==> src/design/ghi_pkg.sv <==
// Shared types, constants and helpers for the gyro heading integrator.
// No dependencies; imported by every module of the block.
package ghi_pkg;

  // Configuration register indexes
  localparam logic [1:0] REG_CALIB_READINGS = 2'd0;
  localparam logic [1:0] REG_INTERVAL_MS    = 2'd1;
  localparam logic [1:0] REG_GAIN           = 2'd2;
  localparam logic [1:0] REG_TOLERANCE_DEG  = 2'd3;

  // Shared multiply/divide unit geometry
  localparam int MD_A_W   = 41;  // multiplicand / dividend low part / quotient
  localparam int MD_B_W   = 32;  // multiplier
  localparam int MD_D_W   = 16;  // divisor and remainder
  localparam int MD_P_W   = 73;  // product
  localparam int MD_CNT_W = 6;

  localparam logic OP_MUL = 1'b0;
  localparam logic OP_DIV = 1'b1;

  typedef struct packed {
    logic start;
    logic op;
  } md_ctl_t;

  // Heading arithmetic, Q16.16 degrees
  localparam logic [24:0] DEG360_Q    = 25'd23592960;
  localparam logic [24:0] INC_LIMIT_Q = 25'd23527424;
  // Largest dt*q that does not saturate the increment
  localparam logic [40:0] INC_TOP     = {INC_LIMIT_Q, 16'h0000}
                                        | 41'h0FFFF;
  // Any quotient at or above this saturates for every dt of one or more
  localparam logic [40:0] Q_SAT       = INC_TOP + 41'd1;

  localparam logic [10:0] CALIB_RESET   = 11'd64;
  localparam logic [15:0] INTERVAL_RESET = 16'd10;
  localparam logic [31:0] GAIN_RESET    = 32'd37581;
  localparam logic [7:0]  TOL_RESET     = 8'd10;

  // Effective calibration count: zero reads as one, above 1024 as 1024
  function automatic logic [10:0] eff_calib(input logic [10:0] n);
    logic [10:0] r;
    if (n == 11'd0) r = 11'd1;
    else if (n > 11'd1024) r = 11'd1024;
    else r = n;
    return r;
  endfunction

endpackage

==> src/design/ghi_muldiv.sv <==
// Shared iterative unit: shift-add multiply and restoring divide.
// Depends on ghi_pkg; one product or quotient bit per cycle, one shared register.
module ghi_muldiv import ghi_pkg::*; (
  input  logic              clk,
  input  logic              rst_n,
  input  md_ctl_t           ctl,
  input  logic [MD_A_W-1:0] opa,      // multiplicand, or dividend low bits
  input  logic [MD_B_W-1:0] opb,      // multiplier
  input  logic [MD_D_W-1:0] rem0,     // dividend high bits, below divisor
  input  logic [MD_D_W-1:0] divisor,
  output logic              done,
  output logic [MD_P_W-1:0] result    // product, or quotient in low bits
);

  logic                busy_r, busy_nxt;
  logic                op_r, op_nxt;
  logic                done_r, done_nxt;
  logic [MD_CNT_W-1:0] cnt_r, cnt_nxt;
  logic [MD_A_W-1:0]   a_r, a_nxt;
  logic [MD_D_W-1:0]   dvs_r, dvs_nxt;
  logic [MD_P_W-1:0]   prod_r, prod_nxt;

  logic [MD_A_W:0]     mul_sum;
  logic [MD_D_W:0]     shifted;
  logic [MD_D_W:0]     diff;
  logic                ge;
  logic [MD_D_W-1:0]   rem_new;
  logic [MD_P_W-1:0]   step_val;

  always_comb begin
    mul_sum  = {1'b0, prod_r[MD_P_W-1:MD_B_W]}
               + (prod_r[0] ? {1'b0, a_r} : '0);
    shifted  = {prod_r[MD_A_W+MD_D_W-1:MD_A_W], prod_r[MD_A_W-1]};
    diff     = shifted - {1'b0, dvs_r};
    ge       = (shifted >= {1'b0, dvs_r});
    rem_new  = ge ? diff[MD_D_W-1:0] : shifted[MD_D_W-1:0];
    if (op_r == OP_MUL) begin
      step_val = {mul_sum, prod_r[MD_B_W-1:1]};
    end else begin
      step_val = {{(MD_P_W-MD_A_W-MD_D_W){1'b0}}, rem_new,
                  prod_r[MD_A_W-2:0], ge};
    end

    busy_nxt = busy_r;
    op_nxt   = op_r;
    cnt_nxt  = cnt_r;
    a_nxt    = a_r;
    dvs_nxt  = dvs_r;
    prod_nxt = prod_r;
    done_nxt = 1'b0;

    if (ctl.start) begin
      busy_nxt = 1'b1;
      op_nxt   = ctl.op;
      a_nxt    = opa;
      dvs_nxt  = divisor;
      if (ctl.op == OP_MUL) begin
        prod_nxt = MD_P_W'(opb);
        cnt_nxt  = MD_CNT_W'(MD_B_W - 1);
      end else begin
        prod_nxt = {{(MD_P_W-MD_A_W-MD_D_W){1'b0}}, rem0, opa};
        cnt_nxt  = MD_CNT_W'(MD_A_W - 1);
      end
    end else if (busy_r) begin
      prod_nxt = step_val;
      cnt_nxt  = cnt_r - MD_CNT_W'(1);
      if (cnt_r == '0) begin
        busy_nxt = 1'b0;
        done_nxt = 1'b1;
      end
    end
  end

  always_ff @(posedge clk) begin
    if (!rst_n) begin
      busy_r <= 1'b0;
      done_r <= 1'b0;
      cnt_r  <= '0;
    end else begin
      busy_r <= busy_nxt;
      done_r <= done_nxt;
      cnt_r  <= cnt_nxt;
    end
    op_r   <= op_nxt;
    a_r    <= a_nxt;
    dvs_r  <= dvs_nxt;
    prod_r <= prod_nxt;
  end

  assign done   = done_r;
  assign result = prod_r;

endmodule

==> src/design/gyro_heading_integrator.sv <==
// Gyro heading integrator: bias calibration, run averaging, Q16.16 heading.
// Ordinary sample: accepted in S_IDLE, passed via S_DONE to the output register.
// Calibration end: bias divide (41-step divide). Heading update: multiply, divide,
// multiply (32-step multiply, 41-step divide, 32-step multiply), the divide skipped
// when the quotient would saturate; a stalled output holds the block. Synchronous rst_n low loads
// register defaults and restarts calibration. Depends on ghi_pkg, ghi_muldiv.
module gyro_heading_integrator import ghi_pkg::*; #(
  parameter int SAMPLE_BITS   = 16,
  parameter int MAX_RUN_COUNT = 65535
) (
  input  logic        clk,
  input  logic        rst_n,
  // Input transactions
  input  logic        in_tvalid,
  output logic        in_tready,
  // from bit 0: rate_z (SAMPLE_BITS, signed), time_ms (32), zero fill to bytes
  input  logic [((SAMPLE_BITS+32+7)/8)*8-1:0] in_tdata,
  // Result transactions
  output logic        out_tvalid,
  input  logic        out_tready,
  output logic [31:0] out_tdata,   // from bit 0: heading_q (25), zero fill
  output logic [1:0]  out_tuser,   // from bit 0: facing_forward, calibrating
  // Configuration writes
  input  logic        cfg_wen,
  input  logic [1:0]  cfg_index,
  input  logic [31:0] cfg_wdata
);

  localparam int CA_W = SAMPLE_BITS + 11;   // calibration accumulator
  localparam int CR_W = SAMPLE_BITS + 1;    // bias-corrected sample
  localparam int RS_W = SAMPLE_BITS + 17;   // run sum

  // Sequencer states
  localparam logic [2:0] S_IDLE  = 3'd0;
  localparam logic [2:0] S_CDIV  = 3'd1;  // bias divide
  localparam logic [2:0] S_MUL1  = 3'd2;  // |sum| * gain
  localparam logic [2:0] S_DIV   = 3'd3;  // / run count
  localparam logic [2:0] S_MUL2  = 3'd4;  // * dt
  localparam logic [2:0] S_APPLY = 3'd5;  // add, wrap
  localparam logic [2:0] S_DONE  = 3'd6;  // hand result to the output register

  // Configuration registers
  logic [10:0] calib_cfg_r, calib_cfg_nxt;
  logic [15:0] interval_r, interval_nxt;
  logic [31:0] gain_r, gain_nxt;
  logic [7:0]  tol_r, tol_nxt;

  // Integrator state
  logic [2:0]                    state_r, state_nxt;
  logic [10:0]                   calib_left_r, calib_left_nxt;
  logic signed [CA_W-1:0]        calib_acc_r, calib_acc_nxt;
  logic signed [SAMPLE_BITS-1:0] bias_r, bias_nxt;
  logic signed [RS_W-1:0]        run_sum_r, run_sum_nxt;
  logic [15:0]                   run_count_r, run_count_nxt;
  logic [31:0]                   last_time_r, last_time_nxt;
  logic [24:0]                   heading_r, heading_nxt;

  // Working registers of one update
  logic                neg_r, neg_nxt;
  logic [31:0]         dt_r, dt_nxt;
  logic [15:0]         n_r, n_nxt;
  logic [24:0]         inc_r, inc_nxt;

  // Shared unit request
  md_ctl_t             md_ctl_r, md_ctl_nxt;
  logic [MD_A_W-1:0]   md_a_r, md_a_nxt;
  logic [MD_B_W-1:0]   md_b_r, md_b_nxt;
  logic [MD_D_W-1:0]   md_rem_r, md_rem_nxt;
  logic [MD_D_W-1:0]   md_dvs_r, md_dvs_nxt;
  logic                md_done;
  logic [MD_P_W-1:0]   md_result;

  // Output register
  logic        out_valid_r, out_valid_nxt;
  logic [24:0] out_heading_r, out_heading_nxt;
  logic        out_fwd_r, out_fwd_nxt;
  logic        out_cal_r, out_cal_nxt;

  // Datapath
  logic                          accept;
  logic signed [SAMPLE_BITS-1:0] samp;
  logic [31:0]                   samp_time;
  logic signed [CA_W-1:0]        acc_sum;
  logic [CA_W-1:0]               acc_mag;
  logic signed [CR_W-1:0]        corr;
  logic [RS_W-1:0]               run_mag;
  logic [31:0]                   dt_now;
  logic [SAMPLE_BITS-1:0]        q_low;
  logic [MD_P_W-MD_A_W-1:0]      prod_hi;
  logic [25:0]                   inc_ext;
  logic signed [26:0]            hd_sum;
  logic signed [26:0]            hd_wrap;
  logic [24:0]                   tol_lo;
  logic [24:0]                   tol_hi;
  logic                          facing;

  assign accept    = in_tvalid && in_tready;
  assign samp      = in_tdata[SAMPLE_BITS-1:0];
  assign samp_time = in_tdata[SAMPLE_BITS+31:SAMPLE_BITS];

  ghi_muldiv u_muldiv (
    .clk     (clk),
    .rst_n   (rst_n),
    .ctl     (md_ctl_r),
    .opa     (md_a_r),
    .opb     (md_b_r),
    .rem0    (md_rem_r),
    .divisor (md_dvs_r),
    .done    (md_done),
    .result  (md_result)
  );

  always_comb begin
    acc_sum = calib_acc_r + CA_W'(samp);
    acc_mag = acc_sum[CA_W-1] ? CA_W'(-acc_sum) : CA_W'(acc_sum);
    corr    = CR_W'(samp) - CR_W'(bias_r);
    run_mag = run_sum_r[RS_W-1] ? RS_W'(-run_sum_r) : RS_W'(run_sum_r);
    dt_now  = samp_time - last_time_r;
    q_low   = md_result[SAMPLE_BITS-1:0];
    prod_hi = md_result[MD_P_W-1:MD_A_W];

    // Heading step: signed increment, then wrap once into 0..360
    inc_ext = {1'b0, inc_r};
    hd_sum  = $signed({2'b00, heading_r})
              + (neg_r ? -$signed({1'b0, inc_ext}) : $signed({1'b0, inc_ext}));
    if (hd_sum > $signed({2'b00, DEG360_Q})) begin
      hd_wrap = hd_sum - $signed({2'b00, DEG360_Q});
    end else if (hd_sum < 0) begin
      hd_wrap = hd_sum + $signed({2'b00, DEG360_Q});
    end else begin
      hd_wrap = hd_sum;
    end

    // Facing forward: within tolerance either side of zero
    tol_lo = {1'b0, tol_r, 16'h0000};
    tol_hi = DEG360_Q - tol_lo;
    facing = (heading_r > tol_hi) || (heading_r < tol_lo);
  end

  always_comb begin
    calib_cfg_nxt  = calib_cfg_r;
    interval_nxt   = interval_r;
    gain_nxt       = gain_r;
    tol_nxt        = tol_r;
    state_nxt      = state_r;
    calib_left_nxt = calib_left_r;
    calib_acc_nxt  = calib_acc_r;
    bias_nxt       = bias_r;
    run_sum_nxt    = run_sum_r;
    run_count_nxt  = run_count_r;
    last_time_nxt  = last_time_r;
    heading_nxt    = heading_r;
    neg_nxt        = neg_r;
    dt_nxt         = dt_r;
    n_nxt          = n_r;
    inc_nxt        = inc_r;
    md_ctl_nxt     = '{start: 1'b0, op: md_ctl_r.op};
    md_a_nxt       = md_a_r;
    md_b_nxt       = md_b_r;
    md_rem_nxt     = md_rem_r;
    md_dvs_nxt     = md_dvs_r;
    out_valid_nxt  = out_valid_r && !out_tready;
    out_heading_nxt = out_heading_r;
    out_fwd_nxt    = out_fwd_r;
    out_cal_nxt    = out_cal_r;

    case (state_r)
      S_IDLE: begin
        if (accept) begin
          state_nxt = S_DONE;
          if (calib_left_r != 11'd0) begin
            // Calibration: accumulate raw samples
            calib_acc_nxt  = acc_sum;
            calib_left_nxt = calib_left_r - 11'd1;
            if (calib_left_r == 11'd1) begin
              last_time_nxt = samp_time;
              run_sum_nxt   = '0;
              run_count_nxt = '0;
              neg_nxt       = acc_sum[CA_W-1];
              md_ctl_nxt    = '{start: 1'b1, op: OP_DIV};
              md_a_nxt      = MD_A_W'(acc_mag);
              md_rem_nxt    = '0;
              md_dvs_nxt    = MD_D_W'(eff_calib(calib_cfg_r));
              state_nxt     = S_CDIV;
            end
          end else if (dt_now > 32'(interval_r)) begin
            // Interval passed: drop this sample, restart the run
            last_time_nxt = samp_time;
            run_sum_nxt   = '0;
            run_count_nxt = '0;
            if (run_count_r != 16'd0) begin
              neg_nxt    = run_sum_r[RS_W-1];
              dt_nxt     = dt_now;
              n_nxt      = run_count_r;
              md_ctl_nxt = '{start: 1'b1, op: OP_MUL};
              md_a_nxt   = MD_A_W'(run_mag);
              md_b_nxt   = gain_r;
              state_nxt  = S_MUL1;
            end
          end else if (run_count_r < 16'(MAX_RUN_COUNT)) begin
            run_sum_nxt   = run_sum_r + RS_W'(corr);
            run_count_nxt = run_count_r + 16'd1;
          end
        end
      end
      S_CDIV: begin
        if (md_done) begin
          bias_nxt  = neg_r ? SAMPLE_BITS'(-q_low) : SAMPLE_BITS'(q_low);
          state_nxt = S_DONE;
        end
      end
      S_MUL1: begin
        if (md_done) begin
          if (prod_hi >= 32'(n_r)) begin
            // Quotient too large for any dt: skip the divide
            md_ctl_nxt = '{start: 1'b1, op: OP_MUL};
            md_a_nxt   = Q_SAT;
            md_b_nxt   = dt_r;
            state_nxt  = S_MUL2;
          end else begin
            md_ctl_nxt = '{start: 1'b1, op: OP_DIV};
            md_a_nxt   = md_result[MD_A_W-1:0];
            md_rem_nxt = prod_hi[MD_D_W-1:0];
            md_dvs_nxt = n_r;
            state_nxt  = S_DIV;
          end
        end
      end
      S_DIV: begin
        if (md_done) begin
          md_ctl_nxt = '{start: 1'b1, op: OP_MUL};
          md_a_nxt   = md_result[MD_A_W-1:0];
          md_b_nxt   = dt_r;
          state_nxt  = S_MUL2;
        end
      end
      S_MUL2: begin
        if (md_done) begin
          // Saturate the increment at 359 degrees
          if (md_result > MD_P_W'(INC_TOP)) inc_nxt = INC_LIMIT_Q;
          else inc_nxt = md_result[40:16];
          state_nxt = S_APPLY;
        end
      end
      S_APPLY: begin
        heading_nxt = hd_wrap[24:0];
        state_nxt   = S_DONE;
      end
      S_DONE: begin
        // Hold until the output register is free
        if (!out_valid_r || out_tready) begin
          out_valid_nxt   = 1'b1;
          out_heading_nxt = heading_r;
          out_fwd_nxt     = facing;
          out_cal_nxt     = (calib_left_r != 11'd0);
          state_nxt       = S_IDLE;
        end
      end
      default: begin
        state_nxt = S_IDLE;
      end
    endcase

    if (cfg_wen) begin
      case (cfg_index)
        REG_CALIB_READINGS: begin
          calib_cfg_nxt  = cfg_wdata[10:0];
          calib_left_nxt = eff_calib(cfg_wdata[10:0]);
          calib_acc_nxt  = '0;
          run_sum_nxt    = '0;
          run_count_nxt  = '0;
        end
        REG_INTERVAL_MS:   interval_nxt = cfg_wdata[15:0];
        REG_GAIN:          gain_nxt     = cfg_wdata;
        REG_TOLERANCE_DEG: tol_nxt      = cfg_wdata[7:0];
        default: begin
        end
      endcase
    end
  end

  always_ff @(posedge clk) begin
    if (!rst_n) begin
      calib_cfg_r  <= CALIB_RESET;
      interval_r   <= INTERVAL_RESET;
      gain_r       <= GAIN_RESET;
      tol_r        <= TOL_RESET;
      state_r      <= S_IDLE;
      calib_left_r <= eff_calib(CALIB_RESET);
      calib_acc_r  <= '0;
      bias_r       <= '0;
      run_sum_r    <= '0;
      run_count_r  <= '0;
      last_time_r  <= '0;
      heading_r    <= '0;
      md_ctl_r     <= '{start: 1'b0, op: OP_MUL};
      out_valid_r  <= 1'b0;
    end else begin
      calib_cfg_r  <= calib_cfg_nxt;
      interval_r   <= interval_nxt;
      gain_r       <= gain_nxt;
      tol_r        <= tol_nxt;
      state_r      <= state_nxt;
      calib_left_r <= calib_left_nxt;
      calib_acc_r  <= calib_acc_nxt;
      bias_r       <= bias_nxt;
      run_sum_r    <= run_sum_nxt;
      run_count_r  <= run_count_nxt;
      last_time_r  <= last_time_nxt;
      heading_r    <= heading_nxt;
      md_ctl_r     <= md_ctl_nxt;
      out_valid_r  <= out_valid_nxt;
    end
    neg_r         <= neg_nxt;
    dt_r          <= dt_nxt;
    n_r           <= n_nxt;
    inc_r         <= inc_nxt;
    md_a_r        <= md_a_nxt;
    md_b_r        <= md_b_nxt;
    md_rem_r      <= md_rem_nxt;
    md_dvs_r      <= md_dvs_nxt;
    out_heading_r <= out_heading_nxt;
    out_fwd_r     <= out_fwd_nxt;
    out_cal_r     <= out_cal_nxt;
  end

  // Accept only between items; the output register decouples the result side
  assign in_tready  = (state_r == S_IDLE);
  assign out_tvalid = out_valid_r;
  assign out_tdata  = {7'b0, out_heading_r};
  assign out_tuser  = {out_cal_r, out_fwd_r};

endmodule

==> config.mk <==
export PLATFORM = sky130hd
export DESIGN_NAME = gyro_heading_integrator
export DESIGN_NICKNAME = d
export VERILOG_FILES = /design/src/design/ghi_pkg.sv /design/src/design/ghi_muldiv.sv /design/src/design/gyro_heading_integrator.sv
export SDC_FILE = /design/constraint.sdc
export NUM_CORES = 2
export LEC_CHECK = 0
export BUFFER_PORTS_ARGS = -buffer_cell sky130_fd_sc_hd__buf_2
export CAP_MARGIN = 20
export CORE_AREA = 10 10 399 401
export DETAILED_ROUTE_END_ITERATION = 7
export DIE_AREA = 0 0 409 411
export HOLD_SLACK_MARGIN = 0.12
export PLACE_DENSITY = 0.45
export SLEW_MARGIN = 15
export SYNTH_ARGS = -nofsm -noshare
export SYNTH_HDL_FRONTEND = slang
export SYNTH_SLANG_ARGS = --single-unit
==> constraint.sdc <==
create_clock -name clk -period 10.3 [get_ports clk]
set_clock_uncertainty 0.2 [all_clocks]
set_input_delay 2.06 -clock clk [delete_from_list [all_inputs] [get_ports clk]]
set_output_delay 2.06 -clock clk [all_outputs]
set_load 0.01 [all_outputs]
==> run metrics <==
Final Hold Viols 0; # DRC 0; Mapped Avg Cell Area between 8 and 9 sq um; clock network fraction of design power about a third; P_leak between 15 and 20 nW; Initial Util roughly 25%; DIE HEIGHT a little over 400 microns; Avg WL per Cell roughly 20 microns; area of placed instances between 0.04 and 0.05 sq mm; Worst Hold Class flip-flop to flip-flop; Inserted Clock Buffers 75; register bit total from synthesis around 580; initial antenna violation count 3; crit path buf inv count 2; Final setup viols 0; Cells after Synth 4229; clk sink count 578; hold_buf cts 0; first-pass GRT wire length about 190000 microns; CP max stage delay roughly 0.6 ns; combinational power share 30.8%; PwrDens around 200 mW/mm^2; RSZ-0062 raised after global routing no; status completed; Die ar. around 0.17 sq mm; post-CTS sizing 0; Cell variety after synth 87; CP top delay family compound AO/OA/AOI/OAI gates; crit path time final between 7 and 8 ns; Max Slew Vio Count 0; vias in the first global route approximately 30k; initial DRC count between 2k and 2.5k; Worst Setup End Kind flip-flop; Clock Pin Slew Worst Setup and Hold Paths around 0.060 ns; layout cells sized above 1 8.08%; final net count roughly 4.6k; Arr. time, crit path 7.62 ns; final period utilization 70.6%; worst vdd ir around 130 uV; GRT Overall Usage between 10% and 20%; Post-synth ARST share 0%; CTS tree yes; WL final around 130000 microns; RePlAce Congestion 0.873; postcts setup bufs 0; grt ovf 0; Net Sw Power roughly 3.1 mW; Die W ~410 microns; Pre-Repair DR Iteration Count 5; vias per cell 4.86; I/O Buffers 115; htree depth 3; Post-DP HPWL roughly 95000 microns; number of I/O pins around 120; largest net degree at the start of global routing a little over 80; Synth Cell Area around 0.038 sq mm; EDFF count, synth approximately 340; CORE AREA approximately 0.15 sq mm; Max Buffers Root-to-Sink 3; Row Count 143; ANT nets after route 0; Post-synth top flop edfxtp_1; slowest CP cell nor3_4; Via Count 31.0k; max_cap viols 0; power consumption just under 9 mW; CP Class input port to flip-flop; Slew @ Worst Pin between 1 and 1.5 ns; design area 0.0431 sq mm; portion of total power attributed to sequential cells 35.3%; synthesis-to-finish area growth 14.7%; switching share of power between 30% and 40%; Ys Warns 0; Fmax 0.138 GHz; Rel. slew slack 25.7%; register area share after synthesis 39.8%; # diodes 0; crit path cell chain buf_2 > ha_1 > a21o_1 > or3_1 > o221a_4 > a211oi_1 > nor2_1 > nor2_1 > xnor2_1 > ha_1 > a211o_1 > a21oi_1 > o21ai_0 > o221ai_1 > a21oi_1 > nor4b_1 > nand4b_1 > nor3_4 > nor2_4 > buf_4 > a2111oi_2; internal power 5.62 mW; CP startpoint kind input port; TNS Setup 0 ns; Clock Latency Late Sink 0.68 ns; Worst EP required approximately 11 ns; root buf cell clkbuf_16; crit-path max FO between 50 and 60
[cell families (layout without fill, tap and decap cells)]
logic type | count (synthesis) | in the layout | share of synthesized area, %
AND/OR/NAND/NOR | 1500 | 1500 | 19.1
AO/OA/AOI/OAI | 1065 | 1065 | 18.1
flip-flops | 578 | 578 | 39.8
buffers and inverters | 480 | 589 | 5.03
adder cells (fa/ha/maj) | 272 | 272 | 9.80
XOR/XNOR | 238 | 238 | 5.55
multiplexers | 95 | 95 | 2.56
other | 1 | 7 | 0.00999
[cells in the final DEF (no fill, tap or decap), types with 114 or more instances in the layout]
cell type  count
xnor2_1      158
inv_1        285
buf_2        114
edfxtp_1     337
a21oi_1      403
nand2_1      602
dfxtp_1      239
nor2_1       250
o21ai_0      165
ha_1         235
[Yosys cell counts (9+ instances only)]
master       n  share of area [%]
a21boi_0    11               0.22
clkbuf_1   159                1.6
a2111oi_0   10               0.23
or3_1       27               0.45
nand4_1     47               0.78
a21o_1      81                1.6
or4_1       14               0.28
nand2_1    604                6.0
a31oi_1     33               0.55
a22o_1       9               0.21
xor2_1      80                1.9
and3_1      59               0.98
nand2b_1    46               0.77
nand3b_1     9               0.18
and2_1      83                1.4
o221ai_1    20               0.47
o21bai_1    22               0.44
xnor2_1    158                3.7
a21oi_1    403                5.4
a211oi_1    84                1.7
edfxtp_1   337                 27
o21a_1      39               0.78
nor2b_1     62                1.0
a211o_1     12               0.28
inv_1      285                2.8
o21ai_0    165                2.2
nor2_1     254                2.5
dfxtp_1    241                 13
nor3b_1     11               0.22
nor3_1     101                1.3
buf_4        9               0.18
nand3_1     81                1.1
fa_1        37                2.0
mux2i_1     88                2.3
o41ai_1      9               0.21
ha_1       235                7.8
o31ai_1     30               0.60
nor4b_1     10               0.23
and4_1      11               0.26
o211ai_1    37               0.74
or2_2       17               0.28
buf_1        9              0.090
nor4_1      42               0.70
[per-layer routing]
layer  up-vias  wire length [microns]  track usage (%)
met3       123                   4900             1.58
li1      15300                      -                -
met1     15000                  59500             20.0
met2       645                  59400             24.2
met4         0                   2570             3.60
met5         -                      0                0
[registers in the layout (all words and copies together) (netlist names), 25 cells and up]
name / cells
calib_acc_r: 27
dt_r: 32
gain_r: 32
heading_r: 25
inc_r: 25
last_time_r: 32
md_a_r: 41
md_b_r: 32
out_heading_r: 25
run_sum_r: 33
u_muldiv.a_r: 41
u_muldiv.result: 73
[through the flow]
step | utilization, % | hold WS [ns] | setup slack [ns] | cells
final | 28.5 | 0.217 | 3.03 | 6374
after floorplan | - | 0.200 | 1.15 | 4235
after global placement | 26.6 | 0.201 | 2.46 | 6233
after CTS | 28.5 | 0.218 | 3.08 | 6373
after detailed placement | 26.6 | 0.205 | 2.39 | 6233
after global routing | 28.5 | 0.222 | 2.57 | 6374
[layout make-up]
cell class                 instances  area, sq um
clock buffer                      96         2110
clock inverter                    44          672
fill                           16100       108000
inverter                         289         1090
multi-input combinational       3177        20800
sequential                       578        14900
tap                             2030         2540
timing repair buffer             160          921
[power groups by stage]
stage,Clock (mW),Sequential [mW],Combinational (mW)
after floorplan,0,2.99,1.92
after global placement,0,3.14,2.70
after detailed placement,0,3.14,2.71
after global routing,3.13,3.11,3.00
final,2.96,3.09,2.69
after CTS,3.03,3.09,2.72
[path summary, 6_finish.rpt]
kind,startpoint,endpoint,slack [ns],cells past startpoint
max,in_tdata[20],run_sum_r[16],3.03,21
min,md_dvs_r[15],u_muldiv.dvs_r[15],0.22,0
max reg2reg,last_time_r[4],run_sum_r[16],4.17,21
min reg2reg,md_dvs_r[15],u_muldiv.dvs_r[15],0.22,0
No activity file was read; power rests on OpenSTA's default activity.
